## config.mk

```make
export PLATFORM = sky130hd
export DESIGN_NAME = frame_time_smoother_unit_flat
export DESIGN_NICKNAME = d
export VERILOG_FILES = /design/src/design/fts_pkg.sv /design/src/design/fts_if.sv /design/src/design/fts_div.sv /design/src/design/fts_dpath.sv /design/src/design/fts_ctrl.sv /design/src/design/frame_time_smoother_unit.sv /design/src/flat_wrapper.sv
export SDC_FILE = /design/constraint.sdc
export NUM_CORES = 2
export LEC_CHECK = 0
export ABC_AREA = 1
export BUFFER_PORTS_ARGS = -buffer_cell sky130_fd_sc_hd__buf_2
export CAP_MARGIN = 20
export CORE_ASPECT_RATIO = 0.8
export CORE_MARGIN = 2
export CORE_UTILIZATION = 45
export DETAILED_ROUTE_END_ITERATION = 16
export PLACE_DENSITY = 0.71
export SLEW_MARGIN = 30
export SYNTH_ARGS = -nofsm -noshare
export SYNTH_HDL_FRONTEND = slang
export SYNTH_SLANG_ARGS = --single-unit
```

## constraint.sdc

```tcl
create_clock -name clk -period 10.9 [get_ports clk]
set_input_delay 3.27 -clock clk [delete_from_list [all_inputs] [get_ports clk]]
set_output_delay 3.27 -clock clk [all_outputs]
set_load 0.005 [all_outputs]
```

## src/design/fts_pkg.sv

```systemverilog
`timescale 1ns / 1ps
// ----------------------------------------------------------------------------
// fts_pkg
// Shared widths, constants and control types of the frame time smoother.
// ----------------------------------------------------------------------------
package fts_pkg;

	// field widths
	localparam int TICKS_W     = 40;
	localparam int US_W        = 24;
	localparam int WLEN_OUT_W  = 7;
	localparam int TICK_RATE_W = 32;
	localparam int FIXED_W     = 21;
	localparam int MAX_STEP_W  = 20;
	localparam int SCALE_W     = 16;
	localparam int WINDOW_W    = 20;
	localparam int HIST_W      = 19;

	// history depth and derived widths
	localparam int DEPTH   = 64;
	localparam int ADDR_W  = (DEPTH > 1) ? $clog2(DEPTH) : 1;
	localparam int WLEN_W  = $clog2(DEPTH + 1);
	localparam int SUM_W   = HIST_W + $clog2(DEPTH);

	// arithmetic widths
	localparam int PROD_W  = 60;                      // ticks * 1e6
	localparam int SPROD_W = MAX_STEP_W + SCALE_W;    // base * scale
	localparam int WNUM_W  = US_W + 1;                // 2*window + last
	localparam int DIV_NW  = PROD_W;                  // divider dividend
	localparam int DIV_DW  = TICK_RATE_W;             // divider divisor
	localparam int ITER_W  = $clog2(DIV_NW + 1);

	// configuration port
	localparam int CFG_IDX_W  = 3;
	localparam int CFG_DATA_W = 32;

	localparam logic [CFG_IDX_W-1:0] CFG_TICK_RATE = 3'd0;
	localparam logic [CFG_IDX_W-1:0] CFG_FIXED     = 3'd1;
	localparam logic [CFG_IDX_W-1:0] CFG_MAX_STEP  = 3'd2;
	localparam logic [CFG_IDX_W-1:0] CFG_SCALE     = 3'd3;
	localparam logic [CFG_IDX_W-1:0] CFG_SMOOTH    = 3'd4;
	localparam logic [CFG_IDX_W-1:0] CFG_WINDOW    = 3'd5;

	// constants
	localparam logic [US_W-1:0]   SAT24        = 24'hFFFFFF;
	localparam logic [HIST_W-1:0] CLIP_US      = 19'd400000;
	localparam logic [HIST_W-1:0] SMALL_US     = 19'd100;
	localparam logic [HIST_W-1:0] INIT_US      = 19'd33333;
	localparam logic [19:0]       USEC_PER_SEC = 20'd1000000;

	// register reset values
	localparam logic [TICK_RATE_W-1:0] RST_TICK_RATE = 32'd1000000;
	localparam logic [MAX_STEP_W-1:0]  RST_MAX_STEP  = 20'd250000;
	localparam logic [SCALE_W-1:0]     RST_SCALE     = 16'd256;
	localparam logic [WINDOW_W-1:0]    RST_WINDOW    = 20'd250000;

	// shared divider operation
	typedef enum logic [1:0] {
		DIV_REAL,
		DIV_WIN,
		DIV_MEAN
	} fts_divop_t;

	// controller to datapath
	typedef struct packed {
		logic       in_load;
		logic       div_start;
		fts_divop_t div_op;
		logic       real_load;
		logic       scale_load;
		logic       frame_load;
		logic       hist_wr;
		logic       win_load;
		logic       sum_rd;
		logic       avg_load;
		logic       out_load;
	} fts_cmd_t;

	// datapath to controller
	typedef struct packed {
		logic div_done;
		logic smooth_on;
		logic sum_last;
	} fts_sts_t;

endpackage

```

## src/design/fts_if.sv

```systemverilog
`timescale 1ns / 1ps
// ----------------------------------------------------------------------------
// fts_if
// Valid/ready channels of the frame time smoother: sample in, result out.
// ----------------------------------------------------------------------------
interface fts_in_if import fts_pkg::*; ();
	logic               valid;
	logic               ready;
	logic [TICKS_W-1:0] elapsed_ticks;

	modport source (output valid, output elapsed_ticks, input ready);
	modport sink (input valid, input elapsed_ticks, output ready);
endinterface

interface fts_out_if import fts_pkg::*; ();
	logic                  valid;
	logic                  ready;
	logic [US_W-1:0]       frame_us;
	logic [US_W-1:0]       real_us;
	logic [WLEN_OUT_W-1:0] window_len;

	modport source (output valid, output frame_us, output real_us, output window_len,
		input ready);
	modport sink (input valid, input frame_us, input real_us, input window_len,
		output ready);
endinterface

```

## src/design/fts_div.sv

```systemverilog
`timescale 1ns / 1ps
// ----------------------------------------------------------------------------
// fts_div
// Shared radix-2 restoring divider, one quotient bit per cycle, with a
// run length chosen per operation.
// ----------------------------------------------------------------------------
module fts_div import fts_pkg::*; (
	input  logic              clk,
	input  logic              arst_n,
	input  logic              start,
	input  logic [ITER_W-1:0] iters,
	input  logic [DIV_NW-1:0] dividend,
	input  logic [DIV_DW-1:0] divisor,
	output logic [DIV_NW-1:0] quotient,
	output logic              done
);

	logic              busy_q;
	logic              done_q;
	logic [ITER_W-1:0] left_q;
	logic [DIV_NW-1:0] num_q;
	logic [DIV_DW-1:0] rem_q;
	logic [DIV_DW-1:0] den_q;

	logic [ITER_W-1:0] shamt;
	logic [DIV_DW:0]   trial;
	logic              fits;

	// align the dividend so its top used bit leaves first
	assign shamt = ITER_W'(DIV_NW) - iters;
	assign trial = {rem_q, num_q[DIV_NW-1]};
	assign fits  = (trial >= {1'b0, den_q});

	// sequence control
	always_ff @(posedge clk or negedge arst_n) begin
		if (!arst_n) begin
			busy_q <= 1'b0;
			done_q <= 1'b0;
			left_q <= '0;
		end else if (start) begin
			busy_q <= 1'b1;
			done_q <= 1'b0;
			left_q <= iters;
		end else if (busy_q) begin
			left_q <= left_q - ITER_W'(1);
			if (left_q == ITER_W'(1)) begin
				busy_q <= 1'b0;
				done_q <= 1'b1;
			end
		end
	end

	// shift in one dividend bit, subtract where it fits
	always_ff @(posedge clk) begin
		if (start) begin
			num_q <= dividend << shamt;
			rem_q <= '0;
			den_q <= divisor;
		end else if (busy_q) begin
			num_q <= {num_q[DIV_NW-2:0], fits};
			rem_q <= fits ? DIV_DW'(trial - {1'b0, den_q}) : trial[DIV_DW-1:0];
		end
	end

	assign quotient = num_q;
	assign done     = done_q;

endmodule

```

## src/design/fts_dpath.sv

```systemverilog
`timescale 1ns / 1ps
// ----------------------------------------------------------------------------
// fts_dpath
// Datapath: configuration registers, tick conversion, frame conditioning,
// history memory, window sum and the shared divider.
// ----------------------------------------------------------------------------
module fts_dpath import fts_pkg::*; (
	input  logic                  clk,
	input  logic                  arst_n,
	input  logic                  cfg_wr_en,
	input  logic [CFG_IDX_W-1:0]  cfg_index,
	input  logic [CFG_DATA_W-1:0] cfg_data,
	input  logic [TICKS_W-1:0]    ticks,
	input  fts_cmd_t              cmd,
	output fts_sts_t              sts,
	output logic [US_W-1:0]       frame_us,
	output logic [US_W-1:0]       real_us,
	output logic [WLEN_OUT_W-1:0] window_len
);

	// configuration
	logic [TICK_RATE_W-1:0] tick_rate_q;
	logic [FIXED_W-1:0]     fixed_q;
	logic [MAX_STEP_W-1:0]  max_step_q;
	logic [SCALE_W-1:0]     scale_q;
	logic                   smooth_q;
	logic [WINDOW_W-1:0]    window_q;

	// state
	logic [US_W-1:0]   last_q;
	logic [ADDR_W-1:0] head_q;
	logic [WLEN_W-1:0] cnt_q;
	logic [HIST_W-1:0] hist_mem [DEPTH];

	// per-item working registers
	logic [PROD_W-1:0]  prod_q;
	logic [US_W-1:0]    real_q;
	logic [SPROD_W-1:0] sprod_q;
	logic [US_W-1:0]    frame_q;
	logic [HIST_W-1:0]  clip_q;
	logic [WLEN_W-1:0]  w_q;
	logic [WLEN_W-1:0]  idx_q;
	logic [SUM_W-1:0]   acc_q;
	logic               rd_s1;
	logic               age_ok_s1;
	logic [HIST_W-1:0]  rd_data_s1;

	// output register
	logic [US_W-1:0]       out_frame_q;
	logic [US_W-1:0]       out_real_q;
	logic [WLEN_OUT_W-1:0] out_wlen_q;

	// divider hookup
	logic [ITER_W-1:0] div_iters;
	logic [DIV_NW-1:0] div_num;
	logic [DIV_DW-1:0] div_den;
	logic [DIV_NW-1:0] div_quo;
	logic              div_done;

	// combinational results
	logic [PROD_W-1:0]     prod_nxt;
	logic [US_W-1:0]       real_nxt;
	logic [MAX_STEP_W-1:0] base;
	logic [SPROD_W-1:0]    sprod_nxt;
	logic [SPROD_W-9:0]    scaled;
	logic [US_W-1:0]       scaled_sat;
	logic [FIXED_W-1:0]    fixed_mag;
	logic [US_W-1:0]       frame_nxt;
	logic [HIST_W-1:0]     clip_nxt;
	logic [WLEN_W-1:0]     w_nxt;
	logic [HIST_W-1:0]     avg_nxt;
	logic [ADDR_W-1:0]     head_nxt;
	logic [ADDR_W-1:0]     age;
	logic [ADDR_W-1:0]     rd_addr;

	// configuration writes
	always_ff @(posedge clk or negedge arst_n) begin
		if (!arst_n) begin
			tick_rate_q <= RST_TICK_RATE;
			fixed_q     <= '0;
			max_step_q  <= RST_MAX_STEP;
			scale_q     <= RST_SCALE;
			smooth_q    <= 1'b1;
			window_q    <= RST_WINDOW;
		end else if (cfg_wr_en) begin
			case (cfg_index)
				CFG_TICK_RATE: tick_rate_q <= cfg_data[TICK_RATE_W-1:0];
				CFG_FIXED:     fixed_q     <= cfg_data[FIXED_W-1:0];
				CFG_MAX_STEP:  max_step_q  <= cfg_data[MAX_STEP_W-1:0];
				CFG_SCALE:     scale_q     <= cfg_data[SCALE_W-1:0];
				CFG_SMOOTH:    smooth_q    <= cfg_data[0];
				CFG_WINDOW:    window_q    <= cfg_data[WINDOW_W-1:0];
				default: ;
			endcase
		end
	end

	// ticks to microseconds numerator
	assign prod_nxt = PROD_W'(ticks) * PROD_W'(USEC_PER_SEC);

	// saturate the converted time; zero rate saturates too
	assign real_nxt = ((tick_rate_q == '0) || (div_quo > DIV_NW'(SAT24))) ?
		SAT24 : div_quo[US_W-1:0];

	// clamp to max step, then scale
	assign base      = (real_q < US_W'(max_step_q)) ? real_q[MAX_STEP_W-1:0] : max_step_q;
	assign sprod_nxt = SPROD_W'(base) * SPROD_W'(scale_q);
	assign scaled    = sprod_q[SPROD_W-1:8];
	assign scaled_sat = (scaled > (SPROD_W-8)'(SAT24)) ? SAT24 : scaled[US_W-1:0];

	// magnitude of the fixed step
	assign fixed_mag = fixed_q[FIXED_W-1] ? (~fixed_q + FIXED_W'(1)) : fixed_q;
	assign frame_nxt = (fixed_q != '0) ? US_W'(fixed_mag) : scaled_sat;
	assign clip_nxt  = (frame_nxt > US_W'(CLIP_US)) ? CLIP_US : frame_nxt[HIST_W-1:0];

	// window length from the divider quotient
	always_comb begin
		if (last_q == '0) begin
			w_nxt = WLEN_W'(1);
		end else if (div_quo > DIV_NW'(DEPTH)) begin
			w_nxt = WLEN_W'(DEPTH);
		end else if (div_quo == '0) begin
			w_nxt = WLEN_W'(1);
		end else begin
			w_nxt = div_quo[WLEN_W-1:0];
		end
	end

	// mean, or the sample itself when it is small
	assign avg_nxt = (clip_q < SMALL_US) ? clip_q : div_quo[HIST_W-1:0];

	// divider operand select
	always_comb begin
		case (cmd.div_op)
			DIV_REAL: begin
				div_iters = ITER_W'(PROD_W);
				div_num   = prod_q;
				div_den   = tick_rate_q;
			end
			DIV_WIN: begin
				div_iters = ITER_W'(WNUM_W);
				div_num   = DIV_NW'({window_q, 1'b0}) + DIV_NW'(last_q);
				div_den   = DIV_DW'({last_q, 1'b0});
			end
			DIV_MEAN: begin
				div_iters = ITER_W'(SUM_W);
				div_num   = DIV_NW'(acc_q);
				div_den   = DIV_DW'(w_q);
			end
			default: begin
				div_iters = ITER_W'(PROD_W);
				div_num   = prod_q;
				div_den   = tick_rate_q;
			end
		endcase
	end

	fts_div u_div (
		.clk      (clk),
		.arst_n   (arst_n),
		.start    (cmd.div_start),
		.iters    (div_iters),
		.dividend (div_num),
		.divisor  (div_den),
		.quotient (div_quo),
		.done     (div_done)
	);

	// per-item working registers
	always_ff @(posedge clk) begin
		if (cmd.in_load)    prod_q  <= prod_nxt;
		if (cmd.real_load)  real_q  <= real_nxt;
		if (cmd.scale_load) sprod_q <= sprod_nxt;
		if (cmd.frame_load) begin
			frame_q <= frame_nxt;
			clip_q  <= clip_nxt;
		end
		if (cmd.win_load)   w_q     <= w_nxt;
		if (cmd.avg_load)   frame_q <= US_W'(avg_nxt);
	end

	// history ring: head points at the newest entry
	assign head_nxt = (head_q == ADDR_W'(DEPTH - 1)) ? '0 : head_q + ADDR_W'(1);
	assign age      = idx_q[ADDR_W-1:0];
	assign rd_addr  = (head_q >= age) ? (head_q - age) :
		ADDR_W'((ADDR_W+1)'(head_q) + (ADDR_W+1)'(DEPTH) - (ADDR_W+1)'(age));

	// ring pointer, fill count and last average
	always_ff @(posedge clk or negedge arst_n) begin
		if (!arst_n) begin
			head_q <= '0;
			cnt_q  <= '0;
			last_q <= US_W'(INIT_US);
		end else begin
			if (cmd.hist_wr) begin
				head_q <= head_nxt;
				if (cnt_q != WLEN_W'(DEPTH)) begin
					cnt_q <= cnt_q + WLEN_W'(1);
				end
			end
			if (cmd.avg_load) begin
				last_q <= US_W'(avg_nxt);
			end
		end
	end

	// history memory write and registered read
	always_ff @(posedge clk) begin
		if (cmd.hist_wr) begin
			hist_mem[head_nxt] <= clip_q;
		end
	end

	always_ff @(posedge clk) begin
		rd_data_s1 <= hist_mem[rd_addr];
		age_ok_s1  <= (idx_q < cnt_q);
	end

	// walk the window, newest first
	always_ff @(posedge clk or negedge arst_n) begin
		if (!arst_n) begin
			rd_s1 <= 1'b0;
			idx_q <= '0;
		end else begin
			rd_s1 <= cmd.sum_rd;
			if (cmd.win_load) begin
				idx_q <= '0;
			end else if (cmd.sum_rd) begin
				idx_q <= idx_q + WLEN_W'(1);
			end
		end
	end

	// accumulate; entries never written read as the reset value
	always_ff @(posedge clk) begin
		if (cmd.win_load) begin
			acc_q <= '0;
		end else if (rd_s1) begin
			acc_q <= acc_q + SUM_W'(age_ok_s1 ? rd_data_s1 : INIT_US);
		end
	end

	// output register
	always_ff @(posedge clk) begin
		if (cmd.out_load) begin
			out_frame_q <= frame_q;
			out_real_q  <= real_q;
			out_wlen_q  <= smooth_q ? WLEN_OUT_W'(w_q) : '0;
		end
	end

	assign sts.div_done  = div_done;
	assign sts.smooth_on = smooth_q;
	assign sts.sum_last  = (idx_q == (w_q - WLEN_W'(1)));

	assign frame_us   = out_frame_q;
	assign real_us    = out_real_q;
	assign window_len = out_wlen_q;

endmodule

```

## src/design/fts_ctrl.sv

```systemverilog
`timescale 1ns / 1ps
// ----------------------------------------------------------------------------
// fts_ctrl
// Controller: sequences one item through conversion and conditioning and, with
// smoothing on, window sum and mean, and owns the input and output handshakes.
// ----------------------------------------------------------------------------
module fts_ctrl import fts_pkg::*; (
	input  logic     clk,
	input  logic     arst_n,
	input  logic     in_valid,
	output logic     in_ready,
	output logic     out_valid,
	input  logic     out_ready,
	input  fts_sts_t sts,
	output fts_cmd_t cmd
);

	localparam logic [3:0] ST_IDLE      = 4'd0;
	localparam logic [3:0] ST_RDIV_GO   = 4'd1;
	localparam logic [3:0] ST_RDIV_WAIT = 4'd2;
	localparam logic [3:0] ST_SCALE     = 4'd3;
	localparam logic [3:0] ST_FRAME     = 4'd4;
	localparam logic [3:0] ST_WDIV_GO   = 4'd5;
	localparam logic [3:0] ST_WDIV_WAIT = 4'd6;
	localparam logic [3:0] ST_SUM       = 4'd7;
	localparam logic [3:0] ST_SUM_END   = 4'd8;
	localparam logic [3:0] ST_MDIV_GO   = 4'd9;
	localparam logic [3:0] ST_MDIV_WAIT = 4'd10;
	localparam logic [3:0] ST_FIN       = 4'd11;

	logic [3:0] state_q;
	logic [3:0] state_nxt;
	logic       out_vld_q;
	logic       out_free;

	assign out_free = !out_vld_q || out_ready;
	assign in_ready = (state_q == ST_IDLE);

	// next state and commands
	always_comb begin
		state_nxt = state_q;
		cmd       = '0;
		cmd.div_op = DIV_REAL;
		case (state_q)
			ST_IDLE: begin
				if (in_valid) begin
					cmd.in_load = 1'b1;
					state_nxt   = ST_RDIV_GO;
				end
			end
			ST_RDIV_GO: begin
				cmd.div_start = 1'b1;
				cmd.div_op    = DIV_REAL;
				state_nxt     = ST_RDIV_WAIT;
			end
			ST_RDIV_WAIT: begin
				if (sts.div_done) begin
					cmd.real_load = 1'b1;
					state_nxt     = ST_SCALE;
				end
			end
			ST_SCALE: begin
				cmd.scale_load = 1'b1;
				state_nxt      = ST_FRAME;
			end
			ST_FRAME: begin
				cmd.frame_load = 1'b1;
				state_nxt      = sts.smooth_on ? ST_WDIV_GO : ST_FIN;
			end
			ST_WDIV_GO: begin
				cmd.div_start = 1'b1;
				cmd.div_op    = DIV_WIN;
				cmd.hist_wr   = 1'b1;
				state_nxt     = ST_WDIV_WAIT;
			end
			ST_WDIV_WAIT: begin
				cmd.div_op = DIV_WIN;
				if (sts.div_done) begin
					cmd.win_load = 1'b1;
					state_nxt    = ST_SUM;
				end
			end
			ST_SUM: begin
				cmd.sum_rd = 1'b1;
				if (sts.sum_last) begin
					state_nxt = ST_SUM_END;
				end
			end
			ST_SUM_END: begin
				state_nxt = ST_MDIV_GO;
			end
			ST_MDIV_GO: begin
				cmd.div_start = 1'b1;
				cmd.div_op    = DIV_MEAN;
				state_nxt     = ST_MDIV_WAIT;
			end
			ST_MDIV_WAIT: begin
				cmd.div_op = DIV_MEAN;
				if (sts.div_done) begin
					cmd.avg_load = 1'b1;
					state_nxt    = ST_FIN;
				end
			end
			ST_FIN: begin
				if (out_free) begin
					cmd.out_load = 1'b1;
					state_nxt    = ST_IDLE;
				end
			end
			default: begin
				state_nxt = ST_IDLE;
			end
		endcase
	end

	// state and output valid
	always_ff @(posedge clk or negedge arst_n) begin
		if (!arst_n) begin
			state_q   <= ST_IDLE;
			out_vld_q <= 1'b0;
		end else begin
			state_q <= state_nxt;
			if (cmd.out_load) begin
				out_vld_q <= 1'b1;
			end else if (out_ready) begin
				out_vld_q <= 1'b0;
			end
		end
	end

	assign out_valid = out_vld_q;

endmodule

```

## src/design/frame_time_smoother_unit.sv

```systemverilog
`timescale 1ns / 1ps
// ----------------------------------------------------------------------------
// frame_time_smoother_unit
// Converts per-frame tick counts to microseconds and smooths frame time.
// ----------------------------------------------------------------------------
// Use: each item on the sample channel carries the ticks elapsed since the
// previous frame; each item on the result channel carries the conditioned
// frame time, the raw converted time and the number of history entries
// averaged. The user must write registers on the cfg port only while the
// block is idle; the block itself does not enforce this. One item is worked
// at a time. A single shared divider, one quotient bit per cycle, runs the
// tick conversion and, with smoothing on, the window length and the mean;
// the window sum reads the averaged entries one by one from the history
// memory read port. The next item is accepted in the cycle after the result
// is loaded. The result sits in an output register, so the next item is
// taken while it waits; if the receiver still stalls when the next result
// is ready, the block holds that result and stops accepting until the
// register frees. Reset restores the register defaults, sets the last
// average to 33333 us and empties the history fill count, so unwritten
// entries read as 33333.
// ----------------------------------------------------------------------------
module frame_time_smoother_unit import fts_pkg::*; (
	input  logic                  clk,
	input  logic                  arst_n,
	input  logic                  cfg_wr_en,
	input  logic [CFG_IDX_W-1:0]  cfg_index,
	input  logic [CFG_DATA_W-1:0] cfg_data,
	fts_in_if.sink                sample,
	fts_out_if.source             result
);

	fts_cmd_t cmd;
	fts_sts_t sts;

	fts_ctrl u_ctrl (
		.clk       (clk),
		.arst_n    (arst_n),
		.in_valid  (sample.valid),
		.in_ready  (sample.ready),
		.out_valid (result.valid),
		.out_ready (result.ready),
		.sts       (sts),
		.cmd       (cmd)
	);

	fts_dpath u_dpath (
		.clk        (clk),
		.arst_n     (arst_n),
		.cfg_wr_en  (cfg_wr_en),
		.cfg_index  (cfg_index),
		.cfg_data   (cfg_data),
		.ticks      (sample.elapsed_ticks),
		.cmd        (cmd),
		.sts        (sts),
		.frame_us   (result.frame_us),
		.real_us    (result.real_us),
		.window_len (result.window_len)
	);

endmodule

```

## src/flat_wrapper.sv

```systemverilog
// flat-port wrapper written by rule: the top's interface ports become plain ports
module frame_time_smoother_unit_flat import fts_pkg::*;
  (clk, arst_n, cfg_wr_en, cfg_index, cfg_data, sample_valid, sample_elapsed_ticks, sample_ready, result_valid, result_frame_us, result_real_us, result_window_len, result_ready);
  fts_in_if sample_i ();
  fts_out_if result_i ();
  input  logic clk;
  input  logic arst_n;
  input  logic cfg_wr_en;
  input  logic [CFG_IDX_W-1:0] cfg_index;
  input  logic [CFG_DATA_W-1:0] cfg_data;
  input wire logic [$bits(sample_i.valid)-1:0] sample_valid;
  input wire logic [$bits(sample_i.elapsed_ticks)-1:0] sample_elapsed_ticks;
  output wire logic [$bits(sample_i.ready)-1:0] sample_ready;
  output wire logic [$bits(result_i.valid)-1:0] result_valid;
  output wire logic [$bits(result_i.frame_us)-1:0] result_frame_us;
  output wire logic [$bits(result_i.real_us)-1:0] result_real_us;
  output wire logic [$bits(result_i.window_len)-1:0] result_window_len;
  input wire logic [$bits(result_i.ready)-1:0] result_ready;
  assign sample_i.valid = sample_valid;
  assign sample_i.elapsed_ticks = sample_elapsed_ticks;
  assign sample_ready = sample_i.ready;
  assign result_valid = result_i.valid;
  assign result_frame_us = result_i.frame_us;
  assign result_real_us = result_i.real_us;
  assign result_window_len = result_i.window_len;
  assign result_i.ready = result_ready;
  frame_time_smoother_unit u_core (.clk(clk), .arst_n(arst_n), .cfg_wr_en(cfg_wr_en), .cfg_index(cfg_index), .cfg_data(cfg_data), .sample(sample_i), .result(result_i));
endmodule
```

==> metrics.txt <==
CP peak stage delay=around 0.84 ns; die area=209000 sq um; antenna violations before repair=11; Async SR Flop Fraction=9.27%; share of layout cells above drive strength 1=7.99%; ANT nets after route=0; Starting Density=between 40% and 50%; Top delay family on crit path=adder cells; crit share post-route=between 70% and 80%; Synth warnings=0; clock skew=0.0581 ns; reg-to-reg endpoint=u_core.u_dpath.sprod_q[33]; CTS sink cnt=about 1800; Netlist cell types=63; # resized after CTS=0; CP Capture Type=register; Worst-Skew Late Latency=slightly above 0.8 ns; endpoints failing setup=0; final hold violation count=0; first-pass GRT wire length=between 300000 and 400000 um; worst flop-to-flop path startpoint=u_core.u_dpath.max_step_q[15]; Finished Layout Cells=11400; cell mode on critical path=nand2_1; Final nets=9445; DP HPWL=169000 um; CP Data Arrival Time=9.02 ns; Crit-path slowest cell=o21ai_0; Die Y=409 um; GRT overflow=0; Finished Cell Area=around 100000 sq um; # IOs=137; total CTS buffers=177; Hold Path Sink=u_core.u_dpath.frame_us[6]; Clock transition at path regs=0.06 ns; Slew @ Worst Pin=0.983 ns; vias=65700; Global Route Usage Sum=24.1%; met2 WL=113000 um; largest net degree at the start of global routing=approximately 230; row cnt=148; port bufs=136; DR pass1 iterations=6; crit path time final=between 8 and 9 ns; Post-synth EDFFs=1514; cell area after synthesis=92400 sq um; DRC viols=0; Wirelength per Cell=22.5 um; Avg Cell Area, Syn=10.9 sq um; status=finished clean; die width=511 um; Gate Count Post-Synth=8486; max-slew violations=0; routed vias/inst=5.76; sequential fraction of the synthesis area=a little under three fifths; Crit Path Category=reg -> reg; Worst slew margin=34.3%; Primary FF master, synth=edfxtp_1; Post-DP Area=96400 sq um; vias in the first global route=around 63000; wl on met1=107000 um; highest clock rate=118 MHz; initial DRC count=8639; Setup WS post-layout=2.45 ns; CP max FO=38; CTS Root Cell=clkbuf_16; Worst EP required=11.47 ns; commonest non-fill, non-tap cell in the layout=edfxtp_1; max-cap viol count=0; Crit path buffers/inverters=6; dpl cells=11100; final WL=256000 um; Clock Path Buffers=3; met3 WL=27700 um; worst-case reg-to-reg path depth=31; CTS tree=yes; htree depth=4; Core Area=204000 sq um; RD Place Congestion=0.946; setup TNS=0 ns; Post-CTS Setup Bufs=0; highest routed layer=met5; hold buffers post-CTS=0; Yosys reg bits=1759; R2R setup slack=2.45 ns; commonest cells after routing, fill and taps aside=1514 x edfxtp_1, 1076 x nor2_1, 990 x nand2_1, 974 x o21ai_0, 961 x inv_1; pre-CTS worst setup slack=1.73 ns; RSZ-0062 raised after global routing=no; Post-Syn Nets=9385; Area Growth Syn to Fin=10.5%; Worst Hold Path Cells=0; min-delay src=u_core.u_dpath.frame_q[6]; Startpoint Class=register; Hold Path Class=reg -> reg
Yosys cell counts (all sizes together) (82+ instances only):
cell	instances	share of area (%)
o21ai	996	5.4
clkbuf	351	1.4
edfxtp	1514	49
ha	391	5.3
nor2	1161	4.8
inv	967	3.9
nand3	286	1.6
nand2	995	4.1
o221ai	235	2.2
a21oi	296	1.6
fa	428	9.3
dfxtp	82	1.8
xor2	106	1.0
dfrtp	134	3.6
worst register-to-register path: cells and delay by family, from the launching register on:
family | cells | cell delay [ns]
compound gates | 5 | 1.74
flops | 1 | 0.53
buf+inv | 6 | 0.88
simple gates | 12 | 1.37
fa+ha+maj | 8 | 3.69
per-layer routing:
layer	GRT usage (%)	vias to the layer above
li1	-	29500
met1	34.9	32300
met2	36.1	3349
met3	4.88	446
met4	8.27	4
met5	0	-
cell type report:
class / count / area, sq um
Inverter: 976 / 3680
Sequential cell: 1759 / 51200
Antenna cell: 7 / 17.5
Tap cell: 2700 / 3380
Fill cell: 17700 / 102000
Clock inverter: 89 / 858
Multi-Input combinational cell: 5369 / 36400
Timing Repair Buffer: 263 / 1760
Clock buffer: 233 / 4820
stage by stage:
| step | utilization (%) | hold slack [ns] |
|---|---|---|
| 2_1_floorplan | - | 0.400 |
| 3_3_place_gp | 47.3 | 0.405 |
| 3_5_place_dp | 47.3 | 0.405 |
| 4_1_cts | 50.1 | 0.420 |
| 5_1_grt | 50.1 | 0.435 |
| 6_report | 50.1 | 0.424 |
cells by family after synthesis:
logic type | share of synthesized area, %
DFF | 55.4
and+or+nand+nor | 11.2
buffers and inverters | 5.54
xor gates and xnor gates | 1.47
adders and majority gates | 14.6
muxes | 0.365
AOI/OAI and AO/OA | 11.5
state kept, by name, summed over array words and instances, names as in the netlist, 20 cells and up:
name                           count
u_core.u_dpath.acc_q              25
u_core.u_dpath.fixed_q            21
u_core.u_dpath.frame_q            24
u_core.u_dpath.frame_us           24
u_core.u_dpath.hist_mem         1216
u_core.u_dpath.max_step_q         20
u_core.u_dpath.prod_q             54
u_core.u_dpath.real_q             24
u_core.u_dpath.real_us            24
u_core.u_dpath.sprod_q            28
u_core.u_dpath.tick_rate_q        32
u_core.u_dpath.u_div.den_q        32
u_core.u_dpath.u_div.quotient     60
u_core.u_dpath.u_div.rem_q        32
u_core.u_dpath.window_q           20
how the worst max path moves through the flow:
stage / from / to / slack [ns] / depth (start not counted)
global placement: sample_elapsed_ticks[0] / u_core.u_dpath.prod_q[48] / 1.68 / 23
detailed placement: sample_elapsed_ticks[0] / u_core.u_dpath.prod_q[48] / 1.73 / 23
global route: u_core.u_dpath.max_step_q[15] / u_core.u_dpath.sprod_q[33] / 1.84 / 31
floorplan: sample_elapsed_ticks[0] / u_core.u_dpath.prod_q[48] / 2.64 / 22
finish: u_core.u_dpath.max_step_q[15] / u_core.u_dpath.sprod_q[33] / 2.45 / 31
CTS: u_core.u_dpath.max_step_q[15] / u_core.u_dpath.sprod_q[32] / 2.48 / 33
Power is left out: the tool's default activity adds up to more than one toggle a clock period on the data nets, which glitch-free logic cannot reach.
